[src/rtl/core/hcq_pkg.sv]
package hcq_pkg;

    localparam int COEFF_W        = 16;
    localparam int POS_W          = 16;
    localparam int STEP_W         = 7;
    localparam int BITS_PER_STAGE = 2;
    localparam int DIV_STAGES     = COEFF_W / BITS_PER_STAGE;
    localparam int PIPE_LATENCY   = DIV_STAGES + 2;

    localparam int LOW_BAND_EDGE_DEF = 16;
    localparam int ROW_SHIFT_DEF     = 8;

    localparam logic [COEFF_W-1:0] COEFF_MAX = {1'b0, {(COEFF_W-1){1'b1}}};

    typedef struct packed {
        logic               lowband;
        logic               neg;
        logic               last;
        logic [COEFF_W-1:0] coeff;
        logic [COEFF_W-1:0] mag;
    } t_tag;

    typedef struct packed {
        logic [COEFF_W-1:0] dvd;
        logic [STEP_W-1:0]  rem;
        t_tag               tag;
    } t_div_stage;

    function automatic logic [STEP_W-1:0] rem_step(
        input logic [STEP_W-1:0] rem,
        input logic              bit_in,
        input logic [STEP_W-1:0] step
    );
        logic [STEP_W:0] t;
        t = {rem, bit_in};
        if (t >= {1'b0, step}) begin
            t = t - {1'b0, step};
        end
        return t[STEP_W-1:0];
    endfunction

endpackage

[src/rtl/core/hcq_div_pipe.sv]
module hcq_div_pipe (
    input  logic                   i_clk,
    input  logic                   i_rst_n,
    input  logic [hcq_pkg::STEP_W-1:0] i_step,
    input  logic                   i_valid,
    input  hcq_pkg::t_tag          i_tag,
    output logic                   o_valid,
    output logic [hcq_pkg::STEP_W-1:0] o_rem,
    output hcq_pkg::t_tag          o_tag
);
    import hcq_pkg::*;

    t_div_stage                  w_cur [DIV_STAGES];
    t_div_stage                  n_stg [DIV_STAGES];
    t_div_stage                  r_stg [DIV_STAGES];
    logic [DIV_STAGES-1:0]       r_vld;

    for (genvar g = 0; g < DIV_STAGES; g++) begin : g_stage
        if (g == 0) begin : g_first
            assign w_cur[g] = '{dvd: i_tag.mag, rem: '0, tag: i_tag};
        end else begin : g_next
            assign w_cur[g] = r_stg[g-1];
        end

        always_comb begin
            logic [STEP_W-1:0]  rem;
            logic [COEFF_W-1:0] dvd;
            rem = w_cur[g].rem;
            dvd = w_cur[g].dvd;
            for (int k = 0; k < BITS_PER_STAGE; k++) begin
                rem = rem_step(rem, dvd[COEFF_W-1], i_step);
                dvd = {dvd[COEFF_W-2:0], 1'b0};
            end
            n_stg[g] = '{dvd: dvd, rem: rem, tag: w_cur[g].tag};
        end

        always_ff @(posedge i_clk) begin
            r_stg[g] <= n_stg[g];
        end
    end

    always_ff @(posedge i_clk) begin
        if (!i_rst_n) begin
            r_vld <= '0;
        end else begin
            r_vld <= {r_vld[DIV_STAGES-2:0], i_valid};
        end
    end

    assign o_valid = r_vld[DIV_STAGES-1];
    assign o_rem   = r_stg[DIV_STAGES-1].rem;
    assign o_tag   = r_stg[DIV_STAGES-1].tag;

endmodule

[src/rtl/core/highband_coeff_quantizer.sv]
// Channel   Handshake        Payload
// request   start / busy     i_coeff, i_position, i_last_coeff
// result    o_valid strobe   o_quantized, o_last_out
// config    i_cfg_we         i_cfg_wdata (quant_step)
//
// One request per cycle; each result is registered through an input stage,
// eight remainder stages of two bits each and an output stage.
// Synchronous active-low reset clears all valid bits and quant_step;
// busy is high only during reset.
// The result side has no stall: the pipeline advances every cycle.
module highband_coeff_quantizer #(
    parameter int LOW_BAND_EDGE = hcq_pkg::LOW_BAND_EDGE_DEF,
    parameter int ROW_SHIFT     = hcq_pkg::ROW_SHIFT_DEF
) (
    input  logic                        i_clk,
    input  logic                        i_rst_n,
    input  logic                        i_cfg_we,
    input  logic [hcq_pkg::STEP_W-1:0]  i_cfg_wdata,
    input  logic                        start,
    output logic                        busy,
    input  logic [hcq_pkg::COEFF_W-1:0] i_coeff,
    input  logic [hcq_pkg::POS_W-1:0]   i_position,
    input  logic                        i_last_coeff,
    output logic                        o_valid,
    output logic [hcq_pkg::COEFF_W-1:0] o_quantized,
    output logic                        o_last_out
);
    import hcq_pkg::*;

    localparam int EDGE_W = POS_W + 1;
    localparam logic [EDGE_W-1:0] EDGE = EDGE_W'(LOW_BAND_EDGE);

    logic [STEP_W-1:0]  r_step;
    logic [STEP_W-1:0]  w_step_eff;
    logic [COEFF_W:0]   w_sum;
    logic [COEFF_W:0]   w_neg_sum;
    logic               w_accept;
    t_tag               n_fr_tag;
    t_tag               r_fr_tag;
    logic               r_fr_vld;

    logic               w_div_vld;
    logic [STEP_W-1:0]  w_div_rem;
    t_tag               w_div_tag;
    logic [COEFF_W-1:0] w_diff;
    logic [COEFF_W-1:0] n_quant;
    logic [COEFF_W-1:0] r_quant;
    logic               r_last;
    logic               r_vld;

    assign busy     = ~i_rst_n;
    assign w_accept = start & ~busy;

    always_ff @(posedge i_clk) begin
        if (!i_rst_n) begin
            r_step <= '0;
        end else if (i_cfg_we) begin
            r_step <= i_cfg_wdata;
        end
    end

    assign w_step_eff = (r_step == '0) ? STEP_W'(1) : r_step;
    assign w_sum      = {i_coeff[COEFF_W-1], i_coeff} + (COEFF_W+1)'(w_step_eff >> 1);
    assign w_neg_sum  = (COEFF_W+1)'(0) - w_sum;

    always_comb begin
        n_fr_tag.lowband = (EDGE_W'(i_position[ROW_SHIFT-1:0]) < EDGE)
                         && (EDGE_W'(i_position >> ROW_SHIFT) < EDGE);
        n_fr_tag.neg     = w_sum[COEFF_W];
        n_fr_tag.last    = i_last_coeff;
        n_fr_tag.coeff   = i_coeff;
        n_fr_tag.mag     = w_sum[COEFF_W] ? w_neg_sum[COEFF_W-1:0] : w_sum[COEFF_W-1:0];
    end

    always_ff @(posedge i_clk) begin
        if (!i_rst_n) begin
            r_fr_vld <= 1'b0;
        end else begin
            r_fr_vld <= w_accept;
        end
    end

    always_ff @(posedge i_clk) begin
        r_fr_tag <= n_fr_tag;
    end

    hcq_div_pipe u_div (
        .i_clk   (i_clk),
        .i_rst_n (i_rst_n),
        .i_step  (w_step_eff),
        .i_valid (r_fr_vld),
        .i_tag   (r_fr_tag),
        .o_valid (w_div_vld),
        .o_rem   (w_div_rem),
        .o_tag   (w_div_tag)
    );

    assign w_diff = w_div_tag.mag - COEFF_W'(w_div_rem);

    always_comb begin
        priority if (w_div_tag.lowband) begin
            n_quant = w_div_tag.coeff;
        end else if (w_div_tag.neg) begin
            n_quant = COEFF_W'(0) - w_diff;
        end else if (w_diff > COEFF_MAX) begin
            n_quant = COEFF_MAX;
        end else begin
            n_quant = w_diff;
        end
    end

    always_ff @(posedge i_clk) begin
        if (!i_rst_n) begin
            r_vld <= 1'b0;
        end else begin
            r_vld <= w_div_vld;
        end
    end

    always_ff @(posedge i_clk) begin
        r_quant <= n_quant;
        r_last  <= w_div_tag.last;
    end

    assign o_valid     = r_vld;
    assign o_quantized = r_quant;
    assign o_last_out  = r_last;

endmodule

[config.mk]
export PLATFORM = sky130hd
export DESIGN_NAME = highband_coeff_quantizer
export DESIGN_NICKNAME = d
export VERILOG_FILES = /design/src/rtl/core/hcq_pkg.sv /design/src/rtl/core/hcq_div_pipe.sv /design/src/rtl/core/highband_coeff_quantizer.sv
export SDC_FILE = /design/constraint.sdc
export NUM_CORES = 1
export LEC_CHECK = 0
export ABC_CLOCK_PERIOD_IN_PS = 5300
export BUFFER_PORTS_ARGS = -buffer_cell sky130_fd_sc_hd__buf_4
export CAP_MARGIN = 20
export CORE_ASPECT_RATIO = 0.6
export CORE_MARGIN = 2
export CORE_UTILIZATION = 55
export CTS_CLUSTER_DIAMETER = 200
export DETAILED_ROUTE_END_ITERATION = 12
export PLACE_DENSITY = 0.76
export SLEW_MARGIN = 5
export SYNTH_ARGS = -nofsm -noshare
export SYNTH_HDL_FRONTEND = slang
export SYNTH_SLANG_ARGS = --single-unit
export TNS_END_PERCENT = 20
[constraint.sdc]
create_clock -name i_clk -period 5.3 [get_ports i_clk]
set_input_delay 0.265 -clock i_clk [delete_from_list [all_inputs] [get_ports i_clk]]
set_output_delay 0.265 -clock i_clk [all_outputs]
set_load 0.05 [all_outputs]
==> results of run 1 <==
## logic make-up (layout without fill, tap and decap cells)
logic type	after synthesis	after routing	share of synthesized area, %
fa+ha+maj	139	139	12.3
mux	74	74	5.23
flops	405	405	53.3
xor+xnor	106	106	6.10
buf+inv	105	271	2.59
simple gates	235	235	8.03
compound gates	301	301	12.5
## flip-flops by register name (all words and copies together) (netlist names)
signal,flops
o_quantized,16
u_div.r_stg,336
r_step,7
o_valid,1
r_fr_vld,1
u_div.r_vld,8
r_fr_tag,35
o_last_out,1
## per-layer routing
layer / up-vias / track usage [%] / share of wire, %
met1: 4797 / 30.5 / 48
met3: 47 / 4.46 / 6.9
li1: 5066 / - / -
met2: 317 / 32.7 / 43
met4: 2 / 4.80 / 1.6
met5: - / 0 / 0.042
## layout make-up
class | count | area, µm² | area share [%]
Clock buffer | 42 | 907 | 5.05
Sequential cell | 405 | 8110 | 45.1
Timing Repair Buffer | 120 | 992 | 5.52
Clock inverter | 16 | 216 | 1.20
Tap cell | 367 | 459 | 2.55
Inverter | 93 | 349 | 1.94
Multi-Input combinational cell | 855 | 6940 | 38.6
## power by group through the flow
stage / clock network (mW) / logic, mW / registers (mW)
after global routing: 2.66 / 8.02 / 3.94
after global placement: 0 / 6.34 / 3.94
after CTS: 2.55 / 6.72 / 3.89
final: 2.50 / 7.27 / 3.89
after floorplan: 0 / 5.11 / 4.03
after detailed placement: 0 / 6.57 / 3.96
## timing repair
item	in CTS	in global routing
pin swaps	0	12
gates resized for setup	13	36
hold buffers	30	0
setup endpoints to repair	35	49
hold endpoints to repair	37	0
buffers inserted	0	11
## metrics by stage
step / std cells / hold WS (ns)
2_1_floorplan: 1365 / 0.293
5_1_grt: 1898 / 0.0470
3_3_place_gp: 1799 / 0.310
4_1_cts: 1887 / 0.0143
3_5_place_dp: 1799 / 0.312
6_report: 1898 / 0.0473
## synth_stat cells (all sizes together), types with 2 or more instances
library cell / count
a2111oi: 11
a211oi: 6
a21o: 70
a21oi: 87
a221oi: 4
a31oi: 4
and2: 18
and3: 8
and4: 2
clkbuf: 12
clkinv: 2
dfxtp: 405
fa: 17
ha: 122
inv: 91
mux2: 45
mux2i: 29
nand2: 70
nand2b: 5
nand3: 17
nand3b: 4
nand4: 18
nand4b: 3
nor2: 42
nor2b: 7
nor3: 14
nor3b: 3
nor4: 5
nor4b: 6
o211ai: 5
o21a: 7
o21ai: 69
o21bai: 20
o22ai: 2
o311a: 2
o311ai: 2
o31ai: 4
o41ai: 2
or3: 6
or4: 5
xnor2: 67
xor2: 39
## cell usage in the layout (no fill, tap or decap), types with 6 or more instances in the layout
cell type and count:
dfxtp_1 405, nand2_1 64, nand3_1 16, mux2_2 45, a21oi_1 61, a211oi_1 6, o21a_1 7, a2111oi_0 9
fa_1 17, mux2i_1 27, a21o_1 70, and2_1 18, o21bai_1 20, nor2_1 42, clkbuf_16 31, nand4_1 18
nor3_1 12, a21oi_2 24, clkbuf_8 9, o21ai_0 61, o21ai_1 8, ha_1 116, nand2_2 6, dlygate4sd3_1 30
xnor2_1 67, buf_4 88, xor2_1 39, inv_1 91, nor2b_1 7, and3_1 8
## worst max path at each step
stage	start	end	slack [ns]	depth (start not counted)
floorplan	r_step[2]	u_div.r_stg[0][148]	-0.04	21
global placement	r_step[2]	u_div.r_stg[0][92]	-0.003	22
detailed placement	r_step[2]	u_div.r_stg[0][93]	-0.13	22
CTS	r_step[2]	u_div.r_stg[1][95]	0.02	23
global route	r_step[2]	u_div.r_stg[1][93]	-0.01	23
finish	r_step[2]	u_div.r_stg[0][153]	0.26	23
## critical path, cell delays in order (launching register included)
cell      delay [ns]
dfxtp_1         0.31
or4_1           0.53
nor3_2          0.13
or2_2           0.16
buf_12          0.16
ha_1            0.15
inv_1           0.06
fa_1            0.39
a21o_1          0.19
a21oi_2         0.17
o21bai_1        0.10
a21o_1          0.20
a21oi_1         0.14
buf_4           0.18
mux2_2          0.38
ha_4            0.24
a21o_1          0.19
a21oi_2         0.19
o21bai_1        0.11
a21oi_2         0.18
o21ai_0         0.10
a21oi_1         0.18
nand2_2         0.15
mux2_2          0.32
==> results.ini, run 1 <==
[job]
maxCapViolCount = 0

[layout]
antenna_cells = 0
drive_gt1_share_pct = 15.7
final_cell_area_um2 = 18000
area_growth_pct = 18.0
fill_cells = 1978
nets = 1689
final_core_util_pct = 65.6

[worst_hold_path]
whs_path_depth = 3
worstHoldStart = i_cfg_we
hp-class = in2reg
min_to = r_step[1]

[logic_synthesis]
ys_top_cells_by_area = dfxtp_1 (53%), ha_1 (10%), xnor2_1 (3.9%)
yosysTopAreaCellShare_pct = 53.3
ys.flop_type = dfxtp_1
ys_seq_area_share_pct = 53.3
syn_nets = 1548
async_flop_share_pct = 0
yosys_warnings = 0
yosys_register_bits = 405
syn_inst = 1365
avgSynthCellArea_um2 = 11.2
synth_edf_count = 0
synth_largest_area_cell = dfxtp_1
syn_area_um2 = 15200
synth_cell_type_count = 57

[routing]
totalWireLength_um = 31100
via_per_inst = 5.39
wl_per_cell_um = 16.4
drt_pass1_iterations = 5
drc = 0
drt_iter0_markers = 706
ant_nets = 0
via_count = 10200

[floorplan]
die_y_um = 133
boundaryPins = 63
core_region_area_um2 = 27400
initial_core_util_pct = 55.6
die_w_um = 219
dieArea_um2 = 29100
row_count = 47

[clock_tree]
clock_tree.root_cell = clkbuf_16
htree_levels = 1
clk_path_buf_depth = 3
path_clk_slew_ns = 0.07
clock_sinks = 405
tritoncts = done
cts_buffers = 31
clock_latency_ns = 0.58

[setup_path]
reg2reg_from = r_step[2]
worstReg2RegEnd = u_div.r_stg[0][153]
path_class = reg2reg
endpoint_kind = flip-flop
rrSetupSlack_ns = 0.26
rr_worst_depth = 23
worstPathRequired_ns = 5.77
start_kind = flip-flop
arrival_ns = 5.51
crit_fanout = 16

[power]
peakVddDrop_uv = 686
p_int_mw = 8.62
seq_power_share_pct = 28.5
total_leakage_power_nw = 7.80
sw_frac_of_total_pct = 37.0
comb_power_share_pct = 53.2
totalPowerFinal_mw = 13.7
p_switching_mw = 5.05
powerDensity_nw_per_um2 = 760
clockPowerShare_pct = 18.3

[sta]
drv_slew = 0
worstMarginPinSlew_ns = 0.996
slew_headroom_pct = 33.4
setup_viol = 0
rsz0062_at_grt = yes
fin_ws_ns = 0.259
skew_ns = 0.0233
min_period_ns = 5.04
finalHoldViolations = 0
fmax_mhz = 198
finalCritPeriodShare_pct = 95.1
setup_tns_ns = 0

[grt]
overflow = 0
antenna_found_initial = 1
grt_max_degree = 29
grt_pass1_vias = 9726
grt_pass1_wl_um = 49100
grt_usage_pct = 21.2

[place]
place_congestion = 0.861
place_area_um2 = 16300
io_buffers = 54
hpwlAfterDp_um = 21600
place_ws_ns = -0.130

[status]
status = complete, no violations

Note: power is estimated with default switching activity, not from simulation.
==> run 2, diff against run 1 <==
Settings changed: CELL_PAD_IN_SITES_DETAIL_PLACEMENT from default to 1, CELL_PAD_IN_SITES_GLOBAL_PLACEMENT from default to 2, CORE_UTILIZATION 55 to 37, PLACE_DENSITY 0.76 to 0.75.
==> run 2 against run 1 <==
  * Non-clock buffer count increased by 30
  * Largest cell class unchanged
  * Largest power group unchanged
  * Clock skew is 0.0019 ns lower
  * Core utilization down 20 points
  * Die area is 47% higher
  * Setup slack worse by 0.024 ns
  * Critical endpoint is now u_div.r_stg[1][96]
  * Critical path type unchanged
  * Critical path depth is 1 lower
  * Highest routed layer is now met4
==> results.ini, run 2 (same netlist as run 1, synthesis figures left out) <==
[routing]
via_count = 10100  ; -0.84%
drc = 0  ; unchanged
wl_per_cell_um = 16.8  ; +2.3%
ant_nets = 0  ; unchanged
drt_pass1_iterations = 6  ; +1
via_per_inst = 4.83  ; -10%
totalWireLength_um = 35200  ; +13%
drt_iter0_markers = 444  ; -37%

[setup_path]
crit_buf_inv = 2  ; -1
arrival_ns = 5.50  ; about the same
endpoint_kind = flip-flop
max_stage_delay_ns = 0.53  ; about the same
start_kind = flip-flop
crit_fanout = 16  ; unchanged
cpLargestDelayFamily = compound AO/OA/AOI/OAI gates
path_class = reg2reg
rrSetupSlack_ns = 0.23  ; -0.02 ns
worstPathRequired_ns = 5.73  ; -0.04 ns
cpMaxStageDelayCell = or4_1
cp_cell_sequence = or4_1, nor3_2, or2_4, buf_12, ha_1, inv_1, fa_1, a21o_1, a21oi_2, o21bai_1, a21o_1, a21oi_4, mux2_2, ha_1, a21o_1, a21oi_2, o21bai_1, a21oi_2, o21ai_0, a21oi_1, nand2_2, mux2_2

[status]
status = complete, no violations

[floorplan]
initial_core_util_pct = 37.6  ; -18 points
die_w_um = 266  ; +22%
core_region_area_um2 = 40500  ; +48%
boundaryPins = 63  ; unchanged
die_y_um = 161  ; +21%
dieArea_um2 = 42800  ; +47%
row_count = 57  ; +21%

[layout]
final_cell_area_um2 = 18600  ; +3.2%
layout_commonest_cell = dfxtp_1
largest_reg_flops = 336  ; unchanged
drive_gt1_share_pct = 18.0  ; +2.4 points
nets = 1724  ; +2.1%
layout_common_cells = dfxtp_1 (405), ha_1 (120), buf_4 (119)
area_growth_pct = 21.9
regMostFlops = u_div.r_stg

[clock_tree]
cts_buffers = 36  ; +16%
htree_levels = 2  ; +1
path_clk_slew_ns = 0.07  ; about the same
clk_path_buf_depth = 3  ; unchanged
clock_tree.root_cell = clkbuf_16
clock_sinks = 405  ; unchanged
tritoncts = done
clock_latency_ns = 0.54  ; -0.04 ns

[grt]
antenna_found_initial = 0  ; -1
grt_usage_pct = 16.8  ; -4.3 points
grt_pass1_wl_um = 57400  ; +17%
grt_max_degree = 29  ; unchanged
overflow = 0  ; unchanged
grt_pass1_vias = 10700  ; +10%

[sta]
skew_ns = 0.0214  ; -0.00189 ns
worst_hold_slack_ns = 0.0827  ; +0.0353 ns
slew_headroom_pct = 30.8  ; -2.6 points
fmax_mhz = 197  ; -0.48%
worstMarginPinSlew_ns = 1.03  ; +0.0389 ns
min_period_ns = 5.07  ; +0.0243 ns
finalCritPeriodShare_pct = 95.6  ; +0.46 points
drv_slew = 0  ; unchanged
setup_viol = 0  ; unchanged
setup_tns_ns = 0  ; unchanged
finalHoldViolations = 0  ; unchanged
rsz0062_at_grt = yes

[power]
total_leakage_power_nw = 8.03  ; +2.9%
totalPowerFinal_mw = 14.3  ; +5.0%
peakVddDrop_uv = 524  ; -24%
powerDensity_nw_per_um2 = 773  ; +1.7%

[place]
place_congestion = 0.806  ; -6.4%
hpwlAfterDp_um = 25900  ; +20%
io_buffers = 54  ; unchanged
place_area_um2 = 16700  ; +2.6%

[job]
maxCapViolCount = 0  ; unchanged

[worst_hold_path]
hp-class = in2reg

run 2: changes by cell type in the layout (fill, tap and decap cells not counted), sizes merged:
cell,previous run,this run
inv,96,97
buf,90,120
clkbuf,42,49
diode,0,1
run 2: worst paths after layout:
check | from | endpoint | cells past startpoint
min reg2reg | r_fr_tag[4] | u_div.r_stg[0][46] | 0
max reg2reg | r_step[2] | u_div.r_stg[1][96] | 22
max | r_step[2] | u_div.r_stg[1][96] | 22
min | i_cfg_we | r_step[1] | 3
run 2: worst reg2reg max path, cell delays in order, from the launching register on:
cell and delay, ns:
dfxtp_1 0.31, or4_1 0.53, nor3_2 0.22, or2_4 0.16
buf_12 0.15, ha_1 0.18, inv_1 0.06, fa_1 0.42
a21o_1 0.20, a21oi_2 0.17, o21bai_1 0.10, a21o_1 0.23
a21oi_4 0.20, mux2_2 0.38, ha_1 0.32, a21o_1 0.19
a21oi_2 0.18, o21bai_1 0.10, a21oi_2 0.15, o21ai_0 0.09
a21oi_1 0.18, nand2_2 0.14, mux2_2 0.31
run 2: through the flow:
stage               instances  worst slack [ns]  util, %
floorplan                1365           -0.0436        -
global placement         1992            0.0287     41.2
detailed placement       1992            -0.114     41.2
CTS                      2088           0.00225     45.2
global route             2100           -0.0601     45.8
finish                   2101             0.234     45.8
run 2: power breakdown:
group | internal [mW] | switching [mW]
Clock | 1.61 | 1.18
Sequential | 3.65 | 0.244
Combinational | 3.80 | 3.86
run 2: what timing repair did:
action	CTS	global route
pin swaps	0	18
buffers inserted	0	12
gates resized for setup	11	45
hold endpoints to repair	33	0
hold buffers	30	0
setup endpoints to repair	38	49
run 2: area by class of cell:
| class | instances | area (µm²) |
|---|---|---|
| fill | 4348 | 22000 |
| sequential | 405 | 8110 |
| multi-input combinational | 855 | 6920 |
| timing repair buffer | 150 | 1210 |
| clock buffer | 49 | 1040 |
| tap | 531 | 664 |
| inverter | 93 | 349 |
| clock inverter | 17 | 255 |
| antenna | 1 | 2.50 |
run 2: per-layer routing:
metal | routed length [µm] | GRT usage [%] | vias up
li1 | - | - | 5137
met1 | 18900 | 25.4 | 4870
met2 | 14800 | 25.3 | 106
met3 | 1200 | 2.82 | 30
met4 | 384 | 3.19 | 0
met5 | 0 | 0 | -
